--- src/hdl/joint_slew_forward_kinematics_top_assert.svh ---
// Assertion macros for the joint slew forward kinematics block
`ifndef JOINT_SLEW_FORWARD_KINEMATICS_TOP_ASSERT_SVH
`define JOINT_SLEW_FORWARD_KINEMATICS_TOP_ASSERT_SVH

// Property checked on every clock edge outside reset
`define JSFK_ASSERT_RST(lbl, prop, msg) \
    lbl: assert property (@(posedge clk) disable iff (!rst_n) prop) else $error(msg);

// Condition that must be followed by an outcome in the next cycle
`define JSFK_ASSERT_NEXT(lbl, pre, post, msg) \
    lbl: assert property (@(posedge clk) disable iff (!rst_n) pre |=> post) else $error(msg);

`endif

--- src/hdl/jsfk_pkg.sv ---
// Package: types, constants and helper functions of the forward kinematics block
package jsfk_pkg;

    localparam int FUNC_W  = 3;
    localparam int TIME_W  = 32;
    localparam int IDX_W   = 3;
    localparam int LEN_W   = 16;
    localparam int ANG_W   = 20;
    localparam int POS_W   = 20;
    localparam int HEAD_W  = 16;
    localparam int TRIG_W  = 16;
    localparam int SLEW_W  = 16;
    localparam int CX_W    = 34;
    localparam int CZ_W    = 26;
    localparam int PROD_W  = 33;
    localparam int WIDE_W  = 34;
    localparam int POSE_LIMIT = 8;

    localparam logic [SLEW_W-1:0]      SLEW_RESET = 16'd4096;
    localparam logic signed [CX_W-1:0] CORDIC_X0  = 34'sd652032874;

    // Item function codes
    typedef enum logic [FUNC_W-1:0] {
        FUNC_TICK       = 3'd0,
        FUNC_ADD        = 3'd1,
        FUNC_SET_TARGET = 3'd2,
        FUNC_SET_LENGTH = 3'd3,
        FUNC_REMOVE     = 3'd4
    } func_t;

    typedef enum logic [3:0] {
        ST_IDLE,
        ST_ADD,
        ST_RMW_RD,
        ST_RMW_WR,
        ST_REM_RD,
        ST_REM_WR,
        ST_TICK_STEP,
        ST_JNT_RD,
        ST_JNT_SLEW,
        ST_CORDIC,
        ST_TRIG,
        ST_MUL,
        ST_OUT
    } ctrl_state_t;

    // Controller to datapath
    typedef struct packed {
        logic item_ready;
        logic latch;
        logic add;
        logic rmw_read;
        logic rmw_write;
        logic rem_read;
        logic rem_write;
        logic rem_finish;
        logic tick_start;
        logic joint_read;
        logic joint_slew;
        logic cordic_step;
        logic trig_final;
        logic mul;
        logic load_out;
        logic ptr_next;
    } jsfk_cmd_t;

    // Datapath to controller
    typedef struct packed {
        logic        item_valid;
        logic [FUNC_W-1:0] item_func;
        logic        cnt_full;
        logic        idx_ok;
        logic        chain_empty;
        logic        rem_more;
        logic        emit_ok;
        logic        joint_last;
        logic        pose_last;
        logic        cordic_done;
        logic        out_busy;
    } jsfk_sts_t;

    // atan(2^-i) in 2^24 units per turn
    function automatic logic signed [CZ_W-1:0] atan_lut(input logic [4:0] i);
        logic signed [CZ_W-1:0] v;
        case (i)
            5'd0:  v = 26'sd2097152;
            5'd1:  v = 26'sd1238021;
            5'd2:  v = 26'sd654136;
            5'd3:  v = 26'sd332050;
            5'd4:  v = 26'sd166669;
            5'd5:  v = 26'sd83416;
            5'd6:  v = 26'sd41718;
            5'd7:  v = 26'sd20860;
            5'd8:  v = 26'sd10430;
            5'd9:  v = 26'sd5215;
            5'd10: v = 26'sd2608;
            5'd11: v = 26'sd1304;
            5'd12: v = 26'sd652;
            5'd13: v = 26'sd326;
            5'd14: v = 26'sd163;
            5'd15: v = 26'sd81;
            5'd16: v = 26'sd41;
            5'd17: v = 26'sd20;
            5'd18: v = 26'sd10;
            5'd19: v = 26'sd5;
            default: v = '0;
        endcase
        return v;
    endfunction

    // Saturate to the signed 20-bit position range
    function automatic logic signed [POS_W-1:0] sat_pos(input logic signed [WIDE_W-1:0] v);
        logic signed [POS_W-1:0] r;
        if (v > 34'sd524287) r = 20'sd524287;
        else if (v < -34'sd524288) r = -20'sd524288;
        else r = v[POS_W-1:0];
        return r;
    endfunction

endpackage

--- src/hdl/jsfk_controller.sv ---
// Controller: sequences table edits and the per-joint tick walk
module jsfk_controller import jsfk_pkg::*; (
    input  logic      clk,
    input  logic      rst_n,
    input  jsfk_sts_t sts,
    output jsfk_cmd_t cmd
);
    ctrl_state_t state_reg, state_next;

    always_ff @(posedge clk or negedge rst_n)
    begin
        if (!rst_n)
            state_reg <= ST_IDLE;
        else
            state_reg <= state_next;
    end

    always_comb
    begin
        cmd        = '0;
        state_next = state_reg;
        unique case (state_reg)
            ST_IDLE:
            begin
                cmd.item_ready = 1'b1;
                if (sts.item_valid)
                begin
                    cmd.latch = 1'b1;
                    unique case (sts.item_func)
                        FUNC_TICK:
                            state_next = ST_TICK_STEP;
                        FUNC_ADD:
                            if (!sts.cnt_full) state_next = ST_ADD;
                        FUNC_SET_TARGET, FUNC_SET_LENGTH:
                            if (sts.idx_ok) state_next = ST_RMW_RD;
                        FUNC_REMOVE:
                            if (sts.idx_ok) state_next = ST_REM_RD;
                        default:
                            state_next = ST_IDLE;
                    endcase
                end
            end
            ST_ADD:
            begin
                cmd.add    = 1'b1;
                state_next = ST_IDLE;
            end
            ST_RMW_RD:
            begin
                cmd.rmw_read = 1'b1;
                state_next   = ST_RMW_WR;
            end
            ST_RMW_WR:
            begin
                cmd.rmw_write = 1'b1;
                state_next    = ST_IDLE;
            end
            // Shift later joints down one entry at a time
            ST_REM_RD:
            begin
                if (sts.rem_more)
                begin
                    cmd.rem_read = 1'b1;
                    state_next   = ST_REM_WR;
                end
                else
                begin
                    cmd.rem_finish = 1'b1;
                    state_next     = ST_IDLE;
                end
            end
            ST_REM_WR:
            begin
                cmd.rem_write = 1'b1;
                state_next    = ST_REM_RD;
            end
            ST_TICK_STEP:
            begin
                cmd.tick_start = 1'b1;
                state_next     = sts.chain_empty ? ST_IDLE : ST_JNT_RD;
            end
            ST_JNT_RD:
            begin
                cmd.joint_read = 1'b1;
                state_next     = ST_JNT_SLEW;
            end
            // Joints past the pose limit are slewed but not emitted
            ST_JNT_SLEW:
            begin
                cmd.joint_slew = 1'b1;
                if (sts.emit_ok)
                    state_next = ST_CORDIC;
                else
                begin
                    cmd.ptr_next = 1'b1;
                    state_next   = sts.joint_last ? ST_IDLE : ST_JNT_RD;
                end
            end
            ST_CORDIC:
            begin
                cmd.cordic_step = 1'b1;
                if (sts.cordic_done)
                    state_next = ST_TRIG;
            end
            ST_TRIG:
            begin
                cmd.trig_final = 1'b1;
                state_next     = ST_MUL;
            end
            ST_MUL:
            begin
                cmd.mul    = 1'b1;
                state_next = ST_OUT;
            end
            ST_OUT:
            begin
                if (!sts.out_busy)
                begin
                    cmd.load_out = 1'b1;
                    cmd.ptr_next = 1'b1;
                    state_next   = sts.joint_last ? ST_IDLE : ST_JNT_RD;
                end
            end
            default:
                state_next = ST_IDLE;
        endcase
    end
endmodule

--- config.mk ---
export PLATFORM = sky130hd
export DESIGN_NAME = jsfk_controller
export DESIGN_NICKNAME = d
export VERILOG_FILES = /design/src/hdl/joint_slew_forward_kinematics_top_assert.svh /design/src/hdl/jsfk_pkg.sv /design/src/hdl/jsfk_controller.sv
export SDC_FILE = /design/constraint.sdc
export NUM_CORES = 1
export LEC_CHECK = 0
export BUFFER_PORTS_ARGS = -buffer_cell sky130_fd_sc_hd__buf_2
export CAP_MARGIN = 25
export CORE_AREA = 2 2 39 41
export CTS_BUF_LIST = sky130_fd_sc_hd__clkbuf_4
export CTS_CLUSTER_DIAMETER = 80
export DETAILED_ROUTE_END_ITERATION = 16
export DIE_AREA = 0 0 41 43
export PLACE_DENSITY = 0.74
export SLEW_MARGIN = 5
export SYNTH_ARGS = -nofsm -noshare
export SYNTH_HDL_FRONTEND = slang
export SYNTH_SLANG_ARGS = --single-unit
--- constraint.sdc ---
create_clock -name clk -period 1.9 [get_ports clk]
set_clock_uncertainty 0.2 [all_clocks]
set_input_delay 0.38 -clock clk [delete_from_list [all_inputs] [get_ports clk]]
set_output_delay 0.38 -clock clk [all_outputs]
set_load 0.03 [all_outputs]
==> results of run 1 <==
routing by layer:
layer / global-route usage / part of all wire / routed length, um / up-vias
met5: 0 / 0 / 0 / -
met4: 0.1000 / 0 / 0 / 0
met3: 0.03141 / 0.024 / 44 / 0
met2: 0.3656 / 0.55 / 995 / 16
met1: 0.2361 / 0.43 / 786 / 360
li1: - / - / - / 363
critical path, stage by stage (launching register included):
cell and delay (ns):
dfrtp_1 0.38, or4_4 0.56, clkinvlp_4 0.10, and2_4 0.13, buf_6 0.12
power by group through the flow:
| stage | clock (uW) | sequential, uW | combinational [uW] |
|---|---|---|---|
| after floorplan | 0 | 144 | 504 |
| after global placement | 0 | 137 | 754 |
| after detailed placement | 0 | 140 | 765 |
| after CTS | 110 | 141 | 937 |
| after global routing | 118 | 146 | 1140 |
| final | 101 | 141 | 1070 |
cell type report:
| class | count | area share |
|---|---|---|
| Multi-Input combinational cell | 60 | 0.4959 |
| Timing Repair Buffer | 49 | 0.3554 |
| Inverter | 3 | 0.01417 |
| Sequential cell | 4 | 0.09445 |
| Tap cell | 16 | 0.01889 |
| Clock buffer | 3 | 0.02125 |
cells by family (layout without fill, tap and decap cells):
| kind of cell | Yosys count | count (layout) |
|---|---|---|
| muxes | 2 | 2 |
| and+or+nand+nor | 43 | 43 |
| AOI/OAI and AO/OA | 15 | 15 |
| DFF | 4 | 4 |
| buffers and inverters | 7 | 55 |
cells in the final DEF, fill, tap and decap left out, types with 2 or more instances in the layout:
cell type,netlist,routed
o31a_1,2,2
nand2b_4,0,3
nor3b_1,3,3
nor4b_1,3,2
nor2_4,0,4
clkbuf_4,0,3
nor2b_1,4,4
dfrtp_1,4,4
nand2_2,0,3
nor3_2,0,3
o211ai_1,3,3
nor2_1,10,6
nor4_4,0,2
buf_4,0,23
o21ai_0,5,4
buf_6,0,11
buf_2,0,14
and3b_1,2,2
worst min-delay path by stage:
| stage | cells after the start | slack, ns | startpoint | to |
|---|---|---|---|---|
| final | 2 | 0.28 | rst_n | state_reg[2]$_DFFE_PN0P_ |
| after global routing | 2 | 0.27 | rst_n | state_reg[0]$_DFFE_PN0P_ |
| after CTS | 2 | 0.27 | rst_n | state_reg[2]$_DFFE_PN0P_ |
| after detailed placement | 1 | -0.02 | rst_n | state_reg[2]$_DFFE_PN0P_ |
| after global placement | 1 | -0.02 | rst_n | state_reg[2]$_DFFE_PN0P_ |
| after floorplan | 0 | -0.12 | rst_n | state_reg[0]$_DFFE_PN0P_ |
what timing repair did:
item                       CTS  global route
pin swaps                    5             6
setup buffers                3             2
setup endpoints to repair   16            19
hold buffers                 1             0
resized for setup           35            17
gates cloned                 0             0
hold endpoints to repair     4             0
metrics by stage:
step	total power [uW]	util	hold WS [ns]	TNS [ns]	cell area, um2
6_report	1310	0.7658	0.2840	-1.021	1060
5_1_grt	1399	0.7658	0.2722	-2.218	1060
4_1_cts	1188	0.7152	0.2660	-1.160	989.7
3_5_place_dp	904.8	0.5895	-0.01559	-0.1619	815.8
3_3_place_gp	891.2	0.5895	-0.01630	-0.1185	815.8
2_1_floorplan	648.3	-	-0.1156	-0.5323	553.0
==> impl_metrics.toml, run 1 <==
[pwr]
leakage_uw = 0.0004777
ir_drop_mv = 0.8702
sequentialPowerShare = 0.107
power_density_nw_per_um2 = 1236
comb_power_share = 0.816
power.switching_uw = 627.9
intPower_uw = 682.3
swShare = 0.4792
pwr-share-clk = 0.077

[logic_synthesis]
synth-async-reset-ratio = 1.000
synth_compound_area_frac = 0.2019
yosysWarnings = 0
synth_cell_types = 29
netlist.area_leader.share = 0.1946
synthCells = 71
seq_area_frac_synth = 0.1946
synth_area_leaders = "dfrtp_1, nor2_1, nor4b_1"
yosys.area_share.simple = 0.5085
ys.flop_type = "dfrtp_1"
ys_top_cells_by_count = "nor2_1, o21ai_0"
avgSynthCellArea_um2 = 7.243
syn_area_um2 = 514.2
synth_fa_ha_area_frac = 0
synth_top_family_by_area = "simple AND/OR/NAND/NOR gates"
ys_ff_latch = 4
synth_xor_area_frac = 0
muxShareOfSynthArea = 0.04380
synthMostInstantiatedCell = "nor2_1"
syn_nets = 86
synth_area_leader_cell = "dfrtp_1"
synth_edf_count = 0

[placed_design]
gp_congestion = 0.7573
dp_hpwl_um = 1206
dpl.cell_count = 127
io_buffer_count = 29
place_ws_ns = -0.06100

[sta]
min_period_ns = 2.107
worst-slew-pin-transition_ns = 0.2822
post-route-period-util = 1.109
hold_viol_final = 0
drv_slew = 0
clock.fmax_ghz = 0.4747
finalSetupViolations = 13
timing.final.ws_setup_ns = -0.2067
rsz0062_at_grt = "true"
slew_headroom = 0.8092

[cells_and_area]
final_cells = 135
area_delta_synth_final_pct = 106.1
final-seq-area_um2 = 100.1
diodes = 0
fin_nets = 136
largest_reg_flops = 4
multi_input_area_um2 = 525.5
drive_above_1_share = 0.6303
fillers = 90

[clocking]
clockBufferDepth = 2
cts_sinks = 4
cts_tree = "yes"
cts_buffers = 3
clock_latency_ns = 0.23
cts-root-buf = "clkbuf_4"
htree_levels = 1
path_clk_slew_ns = 0.03

[global_routing]
grt_start_max_net_pins = 14
grt_pass1_wl_um = 2546
grt_overflow_total = 0
grt_usage = 0.2121
antenna_found_initial = 0
first_global_vias = 664

[floorplanning]
rows = 14
initial_core_util = 0.3716
die_h_um = 43
die_area_um2 = 1763
core_area_um2 = 1384
fp.dieW_um = 41
io_pins = 31

[drt]
drtIter0Drc = 9
wl_um = 1825
drc = 0
vias = 739
dr.pass1.iters = 4
routedWlPerCell_um = 13.52
antenna_left = 0
vias_per_cell = 5.474

[worst_setup_path]
r2r_end = "state_reg[2]$_DFFE_PN0P_"
worst-setup-path-type = "register to output pin"
crit_path_start = "state_reg[3]$_DFFE_PN0P_"
critPathRequiredTime_ns = 1.32
cp-endpoint = "cmd[14]"
worstPathMaxFanout = 3
crit_arrival_ns = 1.53
rr_worst_depth = 4
cp-end-kind = "output pin"
r2r-start = "state_reg[3]$_DFFE_PN0P_"
cp-start-kind = "register"
rrSetupSlack_ns = -0.07

[job]
drv_cap = 0

[worst_hold_path]
hp-class = "input port to async pin"

[status]
violations = "negative setup slack"
status = "complete, but fails checks"
Power figures use the tool's default switching activity.
==> run 2: changes to the inputs <==
PLACE_DENSITY = 0.71   (was 0.74)
==> impl_metrics.toml, run 2 (synthesized netlist as in run 1, its figures left out) <==
[status]
status = "complete, but fails checks"
violations = "negative setup slack"

[drt]
vias = 808
antenna_left = 0
vias_per_cell = 5.898
dr.pass1.iters = 4
routedWlPerCell_um = 17.71
wl_um = 2426
drc = 0
drtIter0Drc = 21

[sta]
rsz0062_at_grt = "true"
worst-slew-pin-transition_ns = 0.5117
drv_slew = 0
post-route-period-util = 1.139
timing.final.ws_setup_ns = -0.2641
clock.fmax_ghz = 0.4621
timing.hold.ws_ns = 0.2754
min_period_ns = 2.164
hold_viol_final = 0
finalSetupViolations = 16
final.setup.tns_ns = -1.370
slew_headroom = 0.6541

[placed_design]
dp_hpwl_um = 1297
gp_congestion = 0.8897
io_buffer_count = 29
dpl.cell_count = 125

[global_routing]
antenna_found_initial = 0
first_global_vias = 725
grt_usage = 0.2434
grt_start_max_net_pins = 12
grt_overflow_total = 0
grt_pass1_wl_um = 3008

[clocking]
htree_levels = 1
cts-root-buf = "clkbuf_4"
clockBufferDepth = 2
cts_sinks = 4
cts_tree = "yes"
cts_buffers = 3
path_clk_slew_ns = 0.04
clock_latency_ns = 0.23

[cells_and_area]
area_delta_synth_final_pct = 126.5
fillers = 73
final_cells = 137
drive_above_1_share = 0.6612
final-seq-area_um2 = 100.1
layout_commonest_cell = "buf_6"
post-route-util = 0.8418
multi_input_area_um2 = 565.5
largest_reg_flops = 4
diodes = 0
fin_nets = 138
mostFrequentLayoutCells = "buf_6, buf_4, buf_2"

[worst_setup_path]
worstPathMaxFanout = 4
path_cells = "or4b_4 -> o21bai_1 -> buf_4"
crit_path_start = "state_reg[0]$_DFFE_PN0P_"
crit_arrival_ns = 1.58
rrSetupSlack_ns = -0.06
path_buf_inv = 1
cp_num_cells = 3
r2r-start = "state_reg[2]$_DFFE_PN0P_"
cp-start-kind = "register"
critPathTopFamily = "simple AND/OR/NAND/NOR gates"
cp-end-kind = "output pin"
critPathRequiredTime_ns = 1.32
slowest_delay_ns = 0.56
worst-setup-path-type = "register to output pin"
rr_worst_depth = 4
r2r_end = "state_reg[2]$_DFFE_PN0P_"
cpMaxStageDelayCell = "or4b_4"

[floorplanning]
core_area_um2 = 1384
die_area_um2 = 1763
die_h_um = 43
initial_core_util = 0.3716
rows = 14
io_pins = 31
fp.dieW_um = 41

[job]
drv_cap = 0

[worst_hold_path]
hp-class = "input port to async pin"

[pwr]
power_uw = 1530
leakage_uw = 0.0005055
ir_drop_mv = 0.8701
power_density_nw_per_um2 = 1313
run 2: cell count changes in the layout (fill, tap and decap cells not counted), moves of 2 or more:
cell     delta
nor2_1      -2
nand2_2     -3
nand2_4     +2
nor2_4      +2
buf_4       -9
buf_6      +12
nor3_4      +2
run 2: worst max-delay path by stage:
stage | to | slack, ns
6_report | cmd[0] | -0.26
3_5_place_dp | cmd[10] | -0.05
5_1_grt | cmd[0] | -0.30
4_1_cts | cmd[14] | -0.22
3_3_place_gp | cmd[14] | -0.03
2_1_floorplan | cmd[0] | -0.23
run 2: per-layer routing:
metal,global-route usage,vias to the layer above,part of all wire
met4,0.1200,0,0.014
met3,0.005236,4,0.029
li1,-,370,-
met1,0.2754,400,0.38
met5,0,-,0
met2,0.4313,34,0.57
run 2: repair_timing:
item,CTS,global route
hold buffers,1,0
pin swaps,9,9
resized for setup,45,33
endpoints found under the setup margin,17,19
hold endpoints to repair,4,0
setup buffers,5,5
run 2: final cells by class:
type / count / share of cell area
Inverter: 3 / 0.01504
Timing Repair Buffer: 51 / 0.3770
Tap cell: 16 / 0.01719
Sequential cell: 4 / 0.08593
Multi-Input combinational cell: 60 / 0.4855
Clock buffer: 3 / 0.01933
run 2: power by group:
group          switching [uW]  internal (uW)
registers                39.8            115
logic                     663            608
clock network            33.0           70.5
total                     736            794
run 2: per-stage QoR:
step / worst slack [ns] / instance area (um2)
after detailed placement: -0.05492 / 800.8
after floorplan: -0.2349 / 553.0
final: -0.2641 / 1165
after global placement: -0.03084 / 800.8
after global routing: -0.2977 / 1165
after CTS: -0.2182 / 1026
==> run 3: changes to the inputs <==
ABC_AREA = 1   (was unset)
PLACE_DENSITY = 0.7   (was 0.71)
clock period = 2 ns   (was 1.9 ns; I/O delays follow)
==> impl_metrics.toml, run 3 <==
[logic_synthesis]
synth_compound_area_frac = 0.06863
seq_area_frac_synth = 0.1961
synth_fa_ha_area_frac = 0
synth-async-reset-ratio = 1.000
syn_nets = 114
ys_ff_latch = 4
synthMostInstantiatedCell = "nand2_1"
avgSynthCellArea_um2 = 5.156
netlist.area_leader.share = 0.2132
muxShareOfSynthArea = 0
synthCells = 99
yosys.area_share.simple = 0.5588
synth_edf_count = 0
syn_area_um2 = 510.5
synth_top_family_by_area = "simple AND/OR/NAND/NOR gates"
synth_cell_types = 16
synth_area_leader_cell = "nand2_1"
synth_xor_area_frac = 0
yosysWarnings = 0
ys.flop_type = "dfrtp_1"
ys_top_cells_by_count = "nand2_1, inv_1, nor2_1, nand3_1, dfrtp_1"
synth_area_leaders = "nand2_1, dfrtp_1, inv_1"

[drt]
dr.pass1.iters = 4
drtIter0Drc = 9
antenna_left = 0
vias = 672
wl_um = 1306
drc = 0
vias_per_cell = 4.480
routedWlPerCell_um = 8.707

[worst_setup_path]
worstPathMaxFanout = 6
cp-end-kind = "output pin"
r2r-start = "state_reg[0]$_DFFE_PN0P_"
worst-setup-path-type = "register to output pin"
cp-start-kind = "register"
crit_path_start = "state_reg[0]$_DFFE_PN0P_"
crit_arrival_ns = 1.39
critPathRequiredTime_ns = 1.40

[floorplanning]
initial_core_util = 0.3689
io_pins = 31
fp.dieW_um = 41
die_area_um2 = 1763
core_area_um2 = 1384
die_h_um = 43
rows = 14

[cells_and_area]
fin_nets = 151
largest_reg_flops = 4
layout_commonest_cell = "nand2_1"
area_delta_synth_final_pct = 42.89
diodes = 0
mostFrequentLayoutCells = "nand2_1, buf_2, inv_1"
post-route-util = 0.5271
final_cells = 150
drive_above_1_share = 0.3358

[status]
status = "finished clean"

[worst_hold_path]
hp-class = "input port to register"
min_from = "sts[1]"

[clocking]
cts_tree = "yes"
cts-root-buf = "clkbuf_4"
htree_levels = 1
cts_sinks = 4
clock_latency_ns = 0.23
path_clk_slew_ns = 0.03
cts_buffers = 3
clockBufferDepth = 2

[global_routing]
grt_start_max_net_pins = 7
antenna_found_initial = 0
grt_usage = 0.1653
first_global_vias = 565
grt_overflow_total = 0
grt_pass1_wl_um = 2028

[sta]
clock.fmax_ghz = 0.5017
worst-slew-pin-transition_ns = 0.2323
min_period_ns = 1.993
slew_headroom = 0.8435
finalSetupViolations = 0
final.setup.tns_ns = 0
post-route-period-util = 0.9967
timing.final.ws_setup_ns = 0.006689
timing.hold.ws_ns = 0.2378
drv_slew = 0
hold_viol_final = 0

[job]
drv_cap = 0

[pwr]
ir_drop_mv = 0.5115
power_density_nw_per_um2 = 1060
leakage_uw = 0.0005051

[placed_design]
dpl.cell_count = 144
dp_hpwl_um = 1068
io_buffer_count = 29
place_ws_ns = 0.2173
gp_congestion = 0.8406
-- run 3: cell types whose count changed after synthesis, sizes merged, moves of 8 or more --
cell / delta
inv: +20
nor2: +9
nand3: +8
nand2: +28
-- run 3: logic make-up after synthesis --
kind of cell | count (synthesis)
buf+inv | 24
compound gates | 7
simple gates | 64
flops | 4
-- run 3: cell type report --
| type | count | area [um2] |
|---|---|---|
| flip-flops and latches | 4 | 101.3 |
| well taps | 16 | 20.02 |
| inverters | 24 | 90.09 |
| multi-input cells | 71 | 322.8 |
| repair buffers | 32 | 172.7 |
| fillers | 147 | 654.4 |
| clock buffers | 3 | 22.52 |
-- run 3: through the flow --
step,cell area [um2],power [uW]
final,729.5,773.3
after global routing,729.5,850.6
after CTS,715.7,757.2
after detailed placement,675.6,638.1
after global placement,675.6,633.1
after floorplan,510.5,516.2
-- run 3: repair_timing --
action,4_1_cts,5_1_grt
hold endpoints to repair,4,0
resized for setup,0,3
pin swaps,1,1
setup endpoints to repair,1,3
buffers inserted,1,1
hold buffers,1,0
-- run 3: report_power, final --
group          switching, uW  total [uW]  internal (uW)
sequential              40.2         147            107
combinational            358         531            173
clock                   29.0        95.8           66.8
total                    427         773            347
-- run 3: critical path: stages, from the launching register on --
cell and delay (ns):
dfrtp_2 0.44, nor2_4 0.19, inv_2 0.07, nor2_4 0.10, nand2_1 0.05, o21ai_0 0.10, buf_4 0.21
-- run 3: path summary, 6_finish.rpt --
kind,endpoint,slack [ns],depth (start not counted)
min in group asynchronous,state_reg[1]$_DFFE_PN0P_,0.30,2
min,state_reg[0]$_DFFE_PN0P_,0.24,4
min reg2reg,state_reg[2]$_DFFE_PN0P_,0.57,4
max reg2reg,state_reg[2]$_DFFE_PN0P_,0.42,9
max,cmd[0],0.007,6
max in group asynchronous,state_reg[0]$_DFFE_PN0P_,1.18,2
-- run 3: per-layer routing --
| metal | wire [um] | share of wire | vias to the layer above | track usage |
|---|---|---|---|---|
| met5 | 0 | 0 | - | 0 |
| met4 | 0 | 0 | 0 | 0.1067 |
| met3 | 58 | 0.044 | 0 | 0 |
| met2 | 666 | 0.51 | 23 | 0.2719 |
| met1 | 582 | 0.45 | 277 | 0.1987 |
| li1 | - | - | 372 | - |
